[src/design/lbh_pkg.sv]
// Shared types and constants for the log2 latency / batch histogram.
// No dependencies; imported by every module of the block but the cell memory.
`default_nettype none
package lbh_pkg;

  localparam int LBH_LAT_W  = 64;
  localparam int LBH_REQ_W  = 16;
  localparam int LBH_BYTE_W = 32;
  localparam int LBH_THR_W  = 32;
  localparam int LBH_CNT_W  = 32;
  localparam int LBH_TOT_W  = 48;
  localparam int LBH_ROW_W  = 3;
  localparam int LBH_COL_W  = 2;

  localparam logic [LBH_THR_W-1:0] LBH_THR_RESET = 32'd1024;

  localparam logic LBH_CMD_PLAIN  = 1'b0;
  localparam logic LBH_CMD_BATCH  = 1'b1;
  localparam logic LBH_KIND_STAT  = 1'b0;
  localparam logic LBH_KIND_CELL  = 1'b1;
  localparam logic LBH_STAT_OK    = 1'b0;
  localparam logic LBH_STAT_REJ   = 1'b1;

  // Control from the sequencer to the running totals
  typedef struct packed {
    logic add;
    logic clear;
  } lbh_tot_ctl_t;

  typedef enum logic [5:0] {
    S_CLEAR = 6'b000001,
    S_IDLE  = 6'b000010,
    S_WRITE = 6'b000100,
    S_DRD   = 6'b001000,
    S_DCHK  = 6'b010000,
    S_FLUSH = 6'b100000
  } lbh_state_e;

endpackage
`default_nettype wire

[src/design/lbh_cell_ram.sv]
// Single-port histogram cell memory with registered read data.
// Depends on nothing but its parameters.
`default_nettype none
module lbh_cell_ram #(
  parameter int DEPTH  = 32,
  parameter int AW     = 5,
  parameter int DW     = 32
) (
  input  wire logic          clk_i,
  input  wire logic [AW-1:0] addr_i,
  input  wire logic          re_i,
  input  wire logic          we_i,
  input  wire logic [DW-1:0] wdata_i,
  output logic      [DW-1:0] rdata_o
);

  logic [DW-1:0] mem_q [DEPTH];
  logic [DW-1:0] rdata_q;

  // read returns the old word when written in the same cycle
  always_ff @(posedge clk_i) begin
    if (re_i) begin
      rdata_q <= mem_q[addr_i];
    end
    if (we_i) begin
      mem_q[addr_i] <= wdata_i;
    end
  end

  assign rdata_o = rdata_q;

endmodule
`default_nettype wire

[src/design/lbh_bin_map.sv]
// Maps an input word to its histogram cell: row by leading one, column by batch size.
// Uses lbh_pkg for field widths and command codes.
`default_nettype none
module lbh_bin_map #(
  parameter int LATENCY_BINS = 8,
  parameter int BATCH_BINS   = 4,
  parameter int RW           = 3,
  parameter int CW           = 2,
  parameter int AW           = 5
) (
  input  wire logic                          cmd_i,
  input  wire logic [lbh_pkg::LBH_LAT_W-1:0] latency_i,
  input  wire logic [lbh_pkg::LBH_REQ_W-1:0] req_count_i,
  output logic      [AW-1:0]                 addr_o
);
  import lbh_pkg::*;

  logic [RW-1:0] row_sel;
  logic [CW-1:0] col_sel;

  // Highest set bit, clamped to the last row; zero and one both land in row 0
  always_comb begin
    row_sel = '0;
    for (int r = 1; r < LATENCY_BINS; r++) begin
      if ((latency_i >> r) != '0) begin
        row_sel = RW'(r);
      end
    end
  end

  always_comb begin
    if (cmd_i == LBH_CMD_PLAIN) begin
      col_sel = '0;
    end else if (req_count_i[LBH_REQ_W-2:0] > (LBH_REQ_W-1)'(BATCH_BINS - 1)) begin
      col_sel = CW'(BATCH_BINS - 1);
    end else begin
      col_sel = CW'(req_count_i[LBH_REQ_W-2:0]);
    end
  end

  assign addr_o = AW'(row_sel) * AW'(BATCH_BINS) + AW'(col_sel);

endmodule
`default_nettype wire

[src/design/lbh_totals.sv]
// Saturating request and byte totals with the dump threshold compare.
// Uses lbh_pkg for widths and the control struct.
`default_nettype none
module lbh_totals (
  input  wire logic                                 clk_i,
  input  wire logic                                 rst_ni,
  input  wire lbh_pkg::lbh_tot_ctl_t                ctl_i,
  input  wire logic        [lbh_pkg::LBH_REQ_W-1:0] req_count_i,
  input  wire logic signed [lbh_pkg::LBH_BYTE_W-1:0] req_bytes_i,
  input  wire logic        [lbh_pkg::LBH_THR_W-1:0] thr_i,
  output logic             [lbh_pkg::LBH_TOT_W-1:0] total_req_o,
  output logic signed      [lbh_pkg::LBH_TOT_W-1:0] total_bytes_o,
  output logic                                      hit_o
);
  import lbh_pkg::*;

  logic        [LBH_TOT_W-1:0] req_q, req_d;
  logic signed [LBH_TOT_W-1:0] byt_q, byt_d;
  logic        [LBH_TOT_W:0]   req_sum;
  logic signed [LBH_TOT_W:0]   byt_sum;

  // count is known positive when added
  assign req_sum = {1'b0, req_q} + (LBH_TOT_W+1)'(req_count_i[LBH_REQ_W-2:0]);
  assign byt_sum = (LBH_TOT_W+1)'(byt_q) + (LBH_TOT_W+1)'(req_bytes_i);

  always_comb begin
    req_d = req_q;
    byt_d = byt_q;
    if (ctl_i.clear) begin
      req_d = '0;
      byt_d = '0;
    end else if (ctl_i.add) begin
      req_d = req_sum[LBH_TOT_W] ? '1 : req_sum[LBH_TOT_W-1:0];
      // clamp on sign overflow
      if (byt_sum[LBH_TOT_W] != byt_sum[LBH_TOT_W-1]) begin
        byt_d = byt_sum[LBH_TOT_W] ? {1'b1, {(LBH_TOT_W-1){1'b0}}}
                                   : {1'b0, {(LBH_TOT_W-1){1'b1}}};
      end else begin
        byt_d = byt_sum[LBH_TOT_W-1:0];
      end
    end
  end

  always_ff @(posedge clk_i or negedge rst_ni) begin
    if (!rst_ni) begin
      req_q <= '0;
      byt_q <= '0;
    end else begin
      req_q <= req_d;
      byt_q <= byt_d;
    end
  end

  assign total_req_o   = req_q;
  assign total_bytes_o = byt_q;
  assign hit_o         = req_q >= LBH_TOT_W'(thr_i);

endmodule
`default_nettype wire

[src/design/log2_latency_batch_histogram_unit.sv]
// An item is accepted in idle with a cell read; the write state writes back the cell plus
// one (unless rejected) and loads the status word into the output register once the slot
// is free. A dump reads and zeroes each cell, then checks it, and emits the last cell at
// the end, all through the single memory port; the block takes no input in either case.
// Reset: asynchronous, active low; then a clearing pass that zeroes every cell.
`default_nettype none
module log2_latency_batch_histogram_unit #(
  parameter int LATENCY_BINS = 8,
  parameter int BATCH_BINS   = 4
) (
  input  wire logic                                  clk_i,
  input  wire logic                                  rst_ni,
  input  wire logic                                  cfg_valid_i,
  output logic                                       cfg_ready_o,
  input  wire logic        [lbh_pkg::LBH_THR_W-1:0]  cfg_data_i,
  input  wire logic                                  in_valid_i,
  output logic                                       in_stall_o,
  input  wire logic                                  cmd_i,
  input  wire logic        [lbh_pkg::LBH_LAT_W-1:0]  latency_i,
  input  wire logic signed [lbh_pkg::LBH_REQ_W-1:0]  req_count_i,
  input  wire logic signed [lbh_pkg::LBH_BYTE_W-1:0] req_bytes_i,
  output logic                                       out_valid_o,
  input  wire logic                                  out_stall_i,
  output logic                                       kind_o,
  output logic                                       status_o,
  output logic             [lbh_pkg::LBH_ROW_W-1:0]  row_index_o,
  output logic             [lbh_pkg::LBH_COL_W-1:0]  col_index_o,
  output logic             [lbh_pkg::LBH_CNT_W-1:0]  cell_count_o,
  output logic             [lbh_pkg::LBH_TOT_W-1:0]  total_requests_o,
  output logic signed      [lbh_pkg::LBH_TOT_W-1:0]  total_bytes_o,
  output logic                                       last_o
);
  import lbh_pkg::*;

  localparam int DEPTH = LATENCY_BINS * BATCH_BINS;
  localparam int AW    = $clog2(DEPTH);
  localparam int RW    = $clog2(LATENCY_BINS);
  localparam int CW    = $clog2(BATCH_BINS);
  localparam logic [AW-1:0] LAST_ADDR = AW'(DEPTH - 1);

  lbh_state_e state_q, state_d;

  logic [LBH_THR_W-1:0] thr_q;

  logic [AW-1:0] bin_addr;
  logic          rej_in;

  logic          cmd_q, rej_q;
  logic [AW-1:0] addr_q;

  logic [AW-1:0] sw_q;
  logic [RW-1:0] sw_row_q;
  logic [CW-1:0] sw_col_q;
  logic          sw_adv;

  logic                 pend_v_q, pend_ld, pend_clr;
  logic [RW-1:0]        pend_row_q;
  logic [CW-1:0]        pend_col_q;
  logic [LBH_CNT_W-1:0] pend_cnt_q;

  logic [AW-1:0]        ram_addr;
  logic                 ram_re, ram_we;
  logic [LBH_CNT_W-1:0] ram_wdata, ram_rdata;

  lbh_tot_ctl_t                tot_ctl;
  logic        [LBH_TOT_W-1:0] tot_req;
  logic signed [LBH_TOT_W-1:0] tot_bytes;
  logic                        tot_hit;
  logic                        dump_go;

  logic                 slot_free, out_ld;
  logic                 out_valid_q;
  logic                 o_kind_d, o_stat_d, o_last_d;
  logic [RW-1:0]        o_row_d;
  logic [CW-1:0]        o_col_d;
  logic [LBH_CNT_W-1:0] o_cnt_d;
  logic                 o_tot_d;
  logic                 kind_q, stat_q, last_q;
  logic [RW-1:0]        row_q;
  logic [CW-1:0]        col_q;
  logic [LBH_CNT_W-1:0] cnt_q;
  logic [LBH_TOT_W-1:0] treq_q;
  logic signed [LBH_TOT_W-1:0] tbyt_q;

  lbh_bin_map #(
    .LATENCY_BINS (LATENCY_BINS),
    .BATCH_BINS   (BATCH_BINS),
    .RW           (RW),
    .CW           (CW),
    .AW           (AW)
  ) u_bin_map (
    .cmd_i       (cmd_i),
    .latency_i   (latency_i),
    .req_count_i (req_count_i),
    .addr_o      (bin_addr)
  );

  lbh_cell_ram #(
    .DEPTH (DEPTH),
    .AW    (AW),
    .DW    (LBH_CNT_W)
  ) u_cell_ram (
    .clk_i   (clk_i),
    .addr_i  (ram_addr),
    .re_i    (ram_re),
    .we_i    (ram_we),
    .wdata_i (ram_wdata),
    .rdata_o (ram_rdata)
  );

  lbh_totals u_totals (
    .clk_i         (clk_i),
    .rst_ni        (rst_ni),
    .ctl_i         (tot_ctl),
    .req_count_i   (req_count_i),
    .req_bytes_i   (req_bytes_i),
    .thr_i         (thr_q),
    .total_req_o   (tot_req),
    .total_bytes_o (tot_bytes),
    .hit_o         (tot_hit)
  );

  assign cfg_ready_o = 1'b1;
  assign in_stall_o  = (state_q != S_IDLE);
  assign slot_free   = !out_valid_q || !out_stall_i;
  assign rej_in      = (cmd_i == LBH_CMD_BATCH) &&
                       (req_count_i[LBH_REQ_W-1] || (req_count_i == '0));
  assign dump_go     = (cmd_q == LBH_CMD_BATCH) && !rej_q && tot_hit;

  always_comb begin
    state_d   = state_q;
    ram_addr  = addr_q;
    ram_re    = 1'b0;
    ram_we    = 1'b0;
    ram_wdata = '0;
    tot_ctl   = '0;
    sw_adv    = 1'b0;
    pend_ld   = 1'b0;
    pend_clr  = 1'b0;
    out_ld    = 1'b0;
    o_kind_d  = LBH_KIND_STAT;
    o_stat_d  = LBH_STAT_OK;
    o_row_d   = '0;
    o_col_d   = '0;
    o_cnt_d   = '0;
    o_tot_d   = 1'b0;
    o_last_d  = 1'b0;
    unique case (state_q)
      S_CLEAR: begin
        ram_addr = sw_q;
        ram_we   = 1'b1;
        sw_adv   = 1'b1;
        if (sw_q == LAST_ADDR) begin
          state_d = S_IDLE;
        end
      end
      S_IDLE: begin
        ram_addr = bin_addr;
        if (in_valid_i) begin
          ram_re      = 1'b1;
          tot_ctl.add = (cmd_i == LBH_CMD_BATCH) && !rej_in;
          state_d     = S_WRITE;
        end
      end
      S_WRITE: begin
        if (slot_free) begin
          ram_we    = !rej_q;
          ram_wdata = (ram_rdata == '1) ? ram_rdata : ram_rdata + 1'b1;
          out_ld    = 1'b1;
          o_stat_d  = rej_q ? LBH_STAT_REJ : LBH_STAT_OK;
          o_last_d  = !dump_go;
          state_d   = dump_go ? S_DRD : S_IDLE;
        end
      end
      S_DRD: begin
        // read the cell and zero it in the same cycle
        ram_addr = sw_q;
        ram_re   = 1'b1;
        ram_we   = 1'b1;
        state_d  = S_DCHK;
      end
      S_DCHK: begin
        if (ram_rdata == '0 || !pend_v_q || slot_free) begin
          if (ram_rdata != '0) begin
            pend_ld = 1'b1;
            if (pend_v_q) begin
              out_ld   = 1'b1;
              o_kind_d = LBH_KIND_CELL;
              o_row_d  = pend_row_q;
              o_col_d  = pend_col_q;
              o_cnt_d  = pend_cnt_q;
              o_tot_d  = 1'b1;
            end
          end
          sw_adv  = 1'b1;
          state_d = (sw_q == LAST_ADDR) ? S_FLUSH : S_DRD;
        end
      end
      S_FLUSH: begin
        if (slot_free) begin
          out_ld        = 1'b1;
          o_kind_d      = LBH_KIND_CELL;
          o_row_d       = pend_row_q;
          o_col_d       = pend_col_q;
          o_cnt_d       = pend_cnt_q;
          o_tot_d       = 1'b1;
          o_last_d      = 1'b1;
          pend_clr      = 1'b1;
          tot_ctl.clear = 1'b1;
          state_d       = S_IDLE;
        end
      end
      default: begin
        state_d = S_IDLE;
      end
    endcase
  end

  always_ff @(posedge clk_i or negedge rst_ni) begin
    if (!rst_ni) begin
      state_q     <= S_CLEAR;
      thr_q       <= LBH_THR_RESET;
      sw_q        <= '0;
      sw_row_q    <= '0;
      sw_col_q    <= '0;
      pend_v_q    <= 1'b0;
      out_valid_q <= 1'b0;
      cmd_q       <= LBH_CMD_PLAIN;
      rej_q       <= 1'b0;
    end else begin
      state_q <= state_d;
      if (cfg_valid_i && cfg_ready_o) begin
        thr_q <= cfg_data_i;
      end
      if (state_q == S_IDLE && in_valid_i) begin
        cmd_q <= cmd_i;
        rej_q <= rej_in;
      end
      // walk address, row and column together; wrap for the next sweep
      if (sw_adv) begin
        if (sw_q == LAST_ADDR) begin
          sw_q     <= '0;
          sw_row_q <= '0;
          sw_col_q <= '0;
        end else begin
          sw_q <= sw_q + 1'b1;
          if (sw_col_q == CW'(BATCH_BINS - 1)) begin
            sw_col_q <= '0;
            sw_row_q <= sw_row_q + 1'b1;
          end else begin
            sw_col_q <= sw_col_q + 1'b1;
          end
        end
      end
      if (pend_ld) begin
        pend_v_q <= 1'b1;
      end else if (pend_clr) begin
        pend_v_q <= 1'b0;
      end
      if (out_ld) begin
        out_valid_q <= 1'b1;
      end else if (!out_stall_i) begin
        out_valid_q <= 1'b0;
      end
    end
  end

  always_ff @(posedge clk_i) begin
    if (state_q == S_IDLE && in_valid_i) begin
      addr_q <= bin_addr;
    end
    if (pend_ld) begin
      pend_row_q <= sw_row_q;
      pend_col_q <= sw_col_q;
      pend_cnt_q <= ram_rdata;
    end
    if (out_ld) begin
      kind_q <= o_kind_d;
      stat_q <= o_stat_d;
      row_q  <= o_row_d;
      col_q  <= o_col_d;
      cnt_q  <= o_cnt_d;
      treq_q <= o_tot_d ? tot_req : '0;
      tbyt_q <= o_tot_d ? tot_bytes : '0;
      last_q <= o_last_d;
    end
  end

  assign out_valid_o      = out_valid_q;
  assign kind_o           = kind_q;
  assign status_o         = stat_q;
  assign row_index_o      = LBH_ROW_W'(row_q);
  assign col_index_o      = LBH_COL_W'(col_q);
  assign cell_count_o     = cnt_q;
  assign total_requests_o = treq_q;
  assign total_bytes_o    = tbyt_q;
  assign last_o           = last_q;

`ifndef SYNTHESIS
  a_flush_has_cell: assert property (@(posedge clk_i) disable iff (!rst_ni)
    state_q == S_FLUSH |-> pend_v_q)
    else $error("flush without a pending cell");

  a_dump_starts: assert property (@(posedge clk_i) disable iff (!rst_ni)
    (state_q == S_WRITE && slot_free && dump_go) |=> (state_q == S_DRD && sw_q == '0))
    else $error("dump did not start at the first cell");

  a_totals_cleared: assert property (@(posedge clk_i) disable iff (!rst_ni)
    (state_q == S_FLUSH && slot_free) |=> (tot_req == '0 && !pend_v_q))
    else $error("totals or pending cell not cleared after dump");

  a_cell_word_nonzero: assert property (@(posedge clk_i) disable iff (!rst_ni)
    (out_ld && o_kind_d == LBH_KIND_CELL) |-> (o_cnt_d != '0))
    else $error("zero cell emitted in dump");
`endif

endmodule
`default_nettype wire

[config.mk]
export PLATFORM = sky130hd
export DESIGN_NAME = log2_latency_batch_histogram_unit
export DESIGN_NICKNAME = d
export VERILOG_FILES = /design/src/design/lbh_pkg.sv /design/src/design/lbh_cell_ram.sv /design/src/design/lbh_bin_map.sv /design/src/design/lbh_totals.sv /design/src/design/log2_latency_batch_histogram_unit.sv
export SDC_FILE = /design/constraint.sdc
export NUM_CORES = 2
export LEC_CHECK = 0
export BUFFER_PORTS_ARGS = -buffer_cell sky130_fd_sc_hd__buf_2
export CAP_MARGIN = 20
export CORE_MARGIN = 2
export CORE_UTILIZATION = 41
export CTS_CLUSTER_SIZE = 40
export DETAILED_ROUTE_END_ITERATION = 10
export HOLD_SLACK_MARGIN = 0.1
export REMOVE_ABC_BUFFERS = 1
export SLEW_MARGIN = 30
export SYNTH_ARGS = -nofsm -noshare
export SYNTH_HDL_FRONTEND = slang
export SYNTH_SLANG_ARGS = --single-unit
[constraint.sdc]
create_clock -name clk_i -period 11.7 [get_ports clk_i]
set_input_delay 0.585 -clock clk_i [delete_from_list [all_inputs] [get_ports clk_i]]
set_output_delay 0.585 -clock clk_i [all_outputs]
set_load 0.05 [all_outputs]
=== After elaboration in Yosys (flattened, before gate mapping) ===
Memories as Yosys holds them, arrays and structs flattened. A register that Yosys moved wholly into a read port is not among the register bits.
Cells that the tools add are included.

* Bits in registers: 326
* Memory bits (writable): 1024
* Bits of input ports: 150
* Logic and storage cells: 158
* Memories kept: 1

{| class="wikitable"
|+ Memories
! name !! depth !! width !! read ports !! clocked after memory_dff !! write ports !! RTL line !! text
|-
| u_cell_ram.mem_q || 32 || 32 || 1 || 1 || 1 || lbh_cell_ram.sv:17 || <nowiki>logic [DW-1:0] mem_q [DEPTH];</nowiki>
|}

* Add/subtract/negate cells: 7
* Magnitude comparators: 2
* Equal/unequal tests: 17
* Multiplexer cells: 75
* Reductions and logical operators: 33

{| class="wikitable"
|+ Operator list
! operator !! number
|-
| nonzero test 64 bit || 7
|-
| 2-to-1 mux 48 bit || 7
|-
| 2-to-1 mux 32 bit || 7
|-
| case mux 32 bit (2 select lines) || 1
|-
| adder 48 x 15 -> 49 bit || 1
|-
| adder 48 x 32 -> 49 bit || 1
|-
| >= comparator 48 x 32 -> 1 bit || 1
|-
| 2-to-1 mux 3 bit || 12
|-
| 2-to-1 mux 6 bit || 6
|-
| case mux 6 bit (6 select lines) || 1
|-
| adder 32 x 1 -> 32 bit, second input constant || 1
|-
| == test 32 bit, second input constant || 1
|-
| zero test 32 bit || 1
|-
| nonzero test 32 bit || 1
|-
| 2-to-1 mux 1 bit || 22
|-
| zero test 16 bit || 1
|-
| 2-to-1 mux 2 bit || 8
|-
| > comparator 15 x 2 -> 1 bit, second input constant || 1
|-
| case mux 1 bit (2 select lines) || 6
|-
| != test 2 bit, second input constant || 5
|-
| case mux 5 bit (2 select lines) || 1
|-
| == test 6 x 1 -> 1 bit, second input constant || 1
|-
| == test 6 x 2 -> 1 bit, second input constant || 1
|-
| == test 6 x 3 -> 1 bit, second input constant || 1
|-
| 23 further kinds || 39
|}

=== Depth between registers and ports, before layout ===
* Depth after elaboration: 10
* Depth in mapped cells: 13
* Depth with buffers taken out: 12

=== Cells and area by module ===
Synthesis repeated with hierarchy kept, for this count alone.

* Cell total of the unflattened synthesis: 3943
* Area, all modules: 58765.1 um^2

{| class="wikitable"
|+ By module, submodules not included
! module !! instances !! cells an instance !! area each (um^2) !! sequential area each (um^2)
|-
| lbh_cell_ram || 1 || 2107 || 40063.4 || 31710.4
|-
| log2_latency_batch_histogram_unit || 1 || 719 || 9811.9 || 6648.9
|-
| lbh_totals || 1 || 1078 || 8649.5 || 2402.3
|-
| lbh_bin_map || 1 || 39 || 240.2 || 0.0
|}

=== Worst setup path before layout ===
Ideal clock, no wire load.

* Path kind: flip-flop to flip-flop
* Start: register u_cell_ram.rdata_q[0] (netlist: u_cell_ram.rdata_o[0]) (read register of u_cell_ram.mem_q)
* End: register cnt_q[0] (netlist: cell_count_o[0]) (enable)
* Setup time: 713 ps
* Arrival: 8623 ps
* Data required time: 10987 ps
* Slack: 2364 ps
* Stages on the path, launching flop included: 8
* Path buffers: 0
* Clock period less this slack: 9336 ps
* Cell sequence: edfxtp_1 inv_1 ha_1 nor4b_1 nand4_1 o21ai_0 or2_2 a31oi_1

* Word-level cells in the longest chain between the ends: 5

{| class="wikitable"
|+ Ends and longest elaborated chain
! what !! RTL line !! text
|-
| start, declared || lbh_cell_ram.sv:18 || <nowiki>logic [DW-1:0] rdata_q;</nowiki>
|-
| zero test 32 bit || log2_latency_batch_histogram_unit.sv:183 || <nowiki>if (ram_rdata == '0 || !pend_v_q || slot_free) begin</nowiki>
|-
| logical OR 1 bit (2 in a row) || log2_latency_batch_histogram_unit.sv:183 ||
|-
| 2-to-1 mux 1 bit * || log2_latency_batch_histogram_unit.sv:183 ||
|-
| case mux 1 bit (2 select lines) * || log2_latency_batch_histogram_unit.sv:148 || <nowiki>unique case (state_q)</nowiki>
|-
| via out_ld || log2_latency_batch_histogram_unit.sv:71 || <nowiki>logic slot_free, out_ld;</nowiki>
|-
| end signal, assigned || log2_latency_batch_histogram_unit.sv:282 || <nowiki>cnt_q <= o_cnt_d;</nowiki>
|-
| end, declared || log2_latency_batch_histogram_unit.sv:81 || <nowiki>logic [LBH_CNT_W-1:0] cnt_q;</nowiki>
|}

Mark *: on every way through the listed nets, which the timed path passes. The rest lies on a longest branch.
A chain may end at the register's enable or synchronous reset.

=== Worst setup path in the final report ===
* Start: register state_q[4]
* End: register u_cell_ram.rdata_q[0] (netlist: u_cell_ram.rdata_o[0]) (read register of u_cell_ram.mem_q), data pin

* Word-level cells in the longest chain between the ends: 3

{| class="wikitable"
|+ Ends and longest elaborated chain
! what !! RTL line !! text
|-
| start, declared || log2_latency_batch_histogram_unit.sv:41 || <nowiki>lbh_state_e state_q, state_d;</nowiki>
|-
| start signal, assigned || log2_latency_batch_histogram_unit.sv:231 || <nowiki>state_q <= state_d;</nowiki>
|-
| == test 6 x 4 -> 1 bit / == test 6 x 1 -> 1 bit (equally long branches) || log2_latency_batch_histogram_unit.sv:148 ||
|-
| OR reduction 2 bit (no source line) || n/a ||
|-
| case mux 5 bit (2 select lines) || log2_latency_batch_histogram_unit.sv:148 ||
|}

Several ways; a longest one is shown, not always the timed one.

==> impl_summary.txt <==
----------------------------------------------------
[Drt]
  Remaining antenna violation count ... 0
  Average routed wire per standard cell ... 24.6 um
  Final WL ... 170000 um
  Number of remaining DRC errors ... 0
  Via-per-instance ratio ... ~5.8
  Total number of vias ... 39.9k
  Violation count after the first detailed-route iteration ... 4539
  Number of optimization iterations in the first detailed-route pass ... 5

[Job]
  # Max-Cap Violations ... 0

[Power]
  Fraction of power consumed by combinational cells ... 32.7%
  Fraction of power consumed by sequential logic ... 39.1%
  Leak Pwr ... 24.7 nW
  Switching power as a share of total power ... a little under two fifths
  Switch Pwr ... 5.95 mW
  Clock share of power ... 28.1%
  Internal Power ... 10.1 mW
  Power density cells ... 236 mW/mm^2
  Peak supply drop ... 0.000264 V

[STA]
  Relative slew margins ... 33.2%
  Hold_ws ... 0.170 ns
  Final Max Tran Viols ... 0
  Post-route clock period utilization ... ~46%
  Fmax ... roughly 190 MHz
  Hold violation count in the final report ... 0
  Worst setup skew after layout ... about 0.038 ns
  Setup repair after global routing missed its margin ... false
  Final setup TNS ... 0 ns
  Minimum clock period after layout ... about 5.3 ns
  # setup viols final ... 0
  Slew @ Worst Pin ... 1.00 ns

[Clock tree]
  Number of clock sinks ... 1382
  CTS HTree Levels ... 4
  Number of post-CTS setup repair buffers ... 0
  Latest clock arrival within the worst-skew pair ... 0.80 ns
  Cell at the root of the clock tree ... sky130_fd_sc_hd__clkbuf_16
  Clock buffer count from CTS ... ~150
  TritonCTS clock tree ... built
  Cts repair resizes ... 0
  Clock buffer depth ... 3
  Clock transition at the register clock pins on the worst setup and hold paths after CTS ... 0.06 ns

[Global routing]
  Largest net degree at the start of global routing ... 160
  Antenna violations before repair ... 7
  GRT Util Overall ... 22.8%
  Wire length of the first global-routing pass ... 250000 um
  Grt ovf ... 0
  Via count of the first global-routing pass ... 37.9k

[Worst setup path]
  Max stage delay cell, worst path ... sky130_fd_sc_hd__buf_4
  Capturing element type of the critical path ... flip-flop
  Kind of critical path ... reg2reg
  Top cell by count, worst path ... sky130_fd_sc_hd__buf_4
  Buffer and inverter count on the worst path ... 2
  Data required time at the worst endpoint ... 12.18 ns
  Critical Path Source Type ... flip-flop
  CP delay by family, top ... simple AND/OR/NAND/NOR gates
  Minimum setup slack among reg-to-reg paths ... 6.36 ns
  Worst-path cell chain ... nor4_4 > and2_1 > o211ai_2 > nand2_8 > buf_4 > buf_4 > and3_1 > a211oi_1 > a31oi_1 > nand4_1
  Critical Path Fanout Max ... 102
  Critical path arrival ... 5.82 ns
  Largest stage delay on the critical path ... slightly below 0.9 ns

[Die]
  Die Height ... 384 um
  Number of rows in the core area ... roughly 140
  Number of top-level pins ... 289
  Area of the die ... 0.147 mm^2
  Width of the chip ... 384 um
  Initial core utilization ... 41.2%
  Core area ... 0.143 mm^2

[Finish]
  Utilization after layout ... 47.5%
  Area overhead of the layout relative to synthesis ... 15.2%
  Final-stage net count ... 5167
  Fraction of layout instances using a drive strength above 1 ... between 10% and 20%
  Area taken by flip-flops and latches ... around 0.041 mm^2
  Filler Cell Count ... 12.6k
  Post-route cell area ... between 0.06 and 0.07 mm^2
  Footprint of the multi-input gates ... 0.0173 mm^2

[Placed design]
  Routability congestion estimate ... 0.852
  Count of buffers inserted at the top-level ports ... roughly 290
  HPWL reported at the end of detailed placement ... between 90000 and 100000 um
  Dpl cell area ... 0.0630 mm^2

[Yosys]
  Number of synthesis warnings ... 0
  Flip-flop and latch count after synthesis ... approximately 1.4k
  Biggest area contributors in the synthesized netlist ... sky130_fd_sc_hd__edfxtp_1 63%, sky130_fd_sc_hd__dfrtp_1 6.2%, sky130_fd_sc_hd__nand2_1 5.6%, sky130_fd_sc_hd__a21oi_1 2.6%, sky130_fd_sc_hd__ha_1 2.1%
  Portion of synthesized cell area occupied by the leading cell type ... a little over three fifths
  Sequential element share of the synthesized area ... 69.0%
  Synth Flop Type ... sky130_fd_sc_hd__edfxtp_1
  Share of flip-flops with an asynchronous set or reset after synthesis ... 10.7%
  Post-Synthesis Cells ... between 4k and 5k
  Unique masters post-synth ... roughly 90
  Mean post-synth cell area ... 12.8 um^2
  Library cell occupying the most area in the post-synthesis netlist ... sky130_fd_sc_hd__edfxtp_1
  Count of flip-flops with a built-in enable after synthesis ... 1234
  Synth Cell Area ... 0.0591 mm^2

[Run status]
  Status ... completed

[Hold path]
  Path category of the worst min-delay check ... in2reg

----------------------------------------------------
## layout make-up
cell class                 instances  area share [%]
sequential                      1382            59.9
multi-input combinational       2888            25.4
clock buffer                     191            5.82
timing repair buffer             434            4.04
tap                             1903            3.50
clock inverter                    72            1.01
inverter                          61           0.337
antenna                            2         0.00736
## through the flow
stage	total power [mW]	instances	setup WS, ns
2_1_floorplan	10.7	4331	-15.91
3_3_place_gp	11.5	6630	5.12
3_5_place_dp	11.6	6632	5.06
4_1_cts	16.1	6928	5.81
5_1_grt	16.8	6931	6.14
6_report	16.1	6933	6.36
## power by group through the flow
stage | clock network (mW) | registers, mW | logic, mW
CTS | 4.60 | 6.28 | 5.23
detailed placement | 0 | 6.38 | 5.20
finish | 4.52 | 6.29 | 5.26
global placement | 0 | 6.37 | 5.14
floorplan | 0 | 6.44 | 4.24
global route | 4.79 | 6.32 | 5.73
## cell usage in the layout, fill, tap and decap left out, types with 18 or more instances in the layout
master / count
sky130_fd_sc_hd__a32oi_1: 49
sky130_fd_sc_hd__o21a_1: 18
sky130_fd_sc_hd__o21ai_0: 176
sky130_fd_sc_hd__a21oi_1: 304
sky130_fd_sc_hd__edfxtp_1: 1234
sky130_fd_sc_hd__nand2_1: 876
sky130_fd_sc_hd__nor4_1: 28
sky130_fd_sc_hd__nor2_1: 103
sky130_fd_sc_hd__nand3_1: 207
sky130_fd_sc_hd__a221oi_1: 83
sky130_fd_sc_hd__a31oi_1: 100
sky130_fd_sc_hd__a211oi_1: 42
sky130_fd_sc_hd__ha_1: 101
sky130_fd_sc_hd__buf_2: 284
sky130_fd_sc_hd__inv_1: 59
sky130_fd_sc_hd__clkinv_1: 31
sky130_fd_sc_hd__clkbuf_1: 36
sky130_fd_sc_hd__xnor2_1: 41
sky130_fd_sc_hd__and2_1: 149
sky130_fd_sc_hd__buf_4: 106
sky130_fd_sc_hd__a21o_1: 44
sky130_fd_sc_hd__dfrtp_1: 146
sky130_fd_sc_hd__dlygate4sd3_1: 33
sky130_fd_sc_hd__clkbuf_16: 150
sky130_fd_sc_hd__nand4_1: 65
sky130_fd_sc_hd__xor2_1: 43
sky130_fd_sc_hd__nor3_1: 31
sky130_fd_sc_hd__nor2_4: 34
sky130_fd_sc_hd__and3_1: 105
sky130_fd_sc_hd__mux2i_1: 32
## synth_stat cells (14+ instances only)
cell / count
sky130_fd_sc_hd__edfxtp_1: 1234
sky130_fd_sc_hd__nand2_1: 878
sky130_fd_sc_hd__a21oi_1: 305
sky130_fd_sc_hd__nand3_1: 208
sky130_fd_sc_hd__o21ai_0: 176
sky130_fd_sc_hd__and2_1: 150
sky130_fd_sc_hd__dfrtp_1: 146
sky130_fd_sc_hd__nor2_1: 138
sky130_fd_sc_hd__clkbuf_1: 136
sky130_fd_sc_hd__and3_1: 106
sky130_fd_sc_hd__a31oi_1: 101
sky130_fd_sc_hd__ha_1: 101
sky130_fd_sc_hd__buf_2: 88
sky130_fd_sc_hd__a221oi_1: 83
sky130_fd_sc_hd__nand4_1: 65
sky130_fd_sc_hd__inv_1: 59
sky130_fd_sc_hd__a32oi_1: 49
sky130_fd_sc_hd__a21o_1: 44
sky130_fd_sc_hd__xor2_1: 43
sky130_fd_sc_hd__a211oi_1: 42
sky130_fd_sc_hd__xnor2_1: 41
sky130_fd_sc_hd__nor3_1: 34
sky130_fd_sc_hd__mux2i_1: 32
sky130_fd_sc_hd__nor4_1: 29
sky130_fd_sc_hd__buf_1: 21
sky130_fd_sc_hd__o21a_1: 18
sky130_fd_sc_hd__mux4_2: 16
sky130_fd_sc_hd__o211ai_1: 16
sky130_fd_sc_hd__a311oi_1: 15
sky130_fd_sc_hd__nand2b_1: 15
sky130_fd_sc_hd__nor2b_1: 14
sky130_fd_sc_hd__o21ai_1: 14
sky130_fd_sc_hd__o21bai_1: 14
## worst register-to-register path, cell delays in order, from the launching register on
cell,delay (ns)
sky130_fd_sc_hd__dfrtp_1,0.49
sky130_fd_sc_hd__nor4_4,0.37
sky130_fd_sc_hd__and2_1,0.50
sky130_fd_sc_hd__o211ai_2,0.29
sky130_fd_sc_hd__nand2_8,0.58
sky130_fd_sc_hd__buf_4,0.77
sky130_fd_sc_hd__buf_4,0.93
sky130_fd_sc_hd__and3_1,0.30
sky130_fd_sc_hd__a211oi_1,0.05
sky130_fd_sc_hd__a31oi_1,0.58
sky130_fd_sc_hd__nand4_1,0.19
## cells by family (layout without fill, tap and decap cells)
family	Yosys count	in the layout	synth area share (%)
simple gates	1692	1692	13.4
flops	1382	1382	69.0
compound gates	958	958	10.4
buf+inv	330	758	2.47
fa+ha+maj	103	103	2.21
xor+xnor	84	84	1.25
mux	50	50	1.19
other cells	1	3	0.00635
## state kept, by name, indices dropped and copies added (netlist names), 2 cells and up
| register | cells |
|---|---|
| col_index_o | 2 |
| total_requests_o | 48 |
| sw_col_q | 2 |
| cell_count_o | 32 |
| thr_q | 32 |
| u_cell_ram.mem_q | 1024 |
| u_cell_ram.rdata_o | 32 |
| total_bytes_o | 48 |
| row_index_o | 3 |
| sw_q | 5 |
| state_q | 6 |
| sw_row_q | 3 |
| addr_q | 5 |
| u_totals.total_req_o | 48 |
| pend_cnt_q | 32 |
| pend_col_q | 2 |
| u_totals.total_bytes_o | 48 |
| pend_row_q | 3 |
## repair_timing
action / CTS / global route
endpoints found under the setup margin: 0 / 0
hold buffers: 33 / 0
hold endpoints to repair: 74 / 0
## metal layers
layer | wire length, um | vias up | global-route usage [%] | part of all wire (%)
li1 | - | 17900 | - | -
met2 | 78300 | 1677 | 35.6 | 46
met5 | 48 | - | 0 | 0.028
met3 | 14900 | 297 | 4.39 | 8.8
met4 | 4520 | 8 | 6.86 | 2.6
met1 | 72700 | 20000 | 32.2 | 43
## worst paths after layout
kind	startpoint	endpoint	cells past startpoint
min	req_count_i[0]	addr_q[0]	2
max in group asynchronous	rst_ni	u_totals.total_req_o[45]	3
min reg2reg	pend_v_q	pend_v_q	1
max reg2reg	state_q[4]	u_cell_ram.rdata_o[0]	10
min in group asynchronous	rst_ni	u_totals.total_bytes_o[4]	2
max	state_q[4]	u_cell_ram.rdata_o[0]	10
Note: power is estimated with default switching activity, not from simulation.
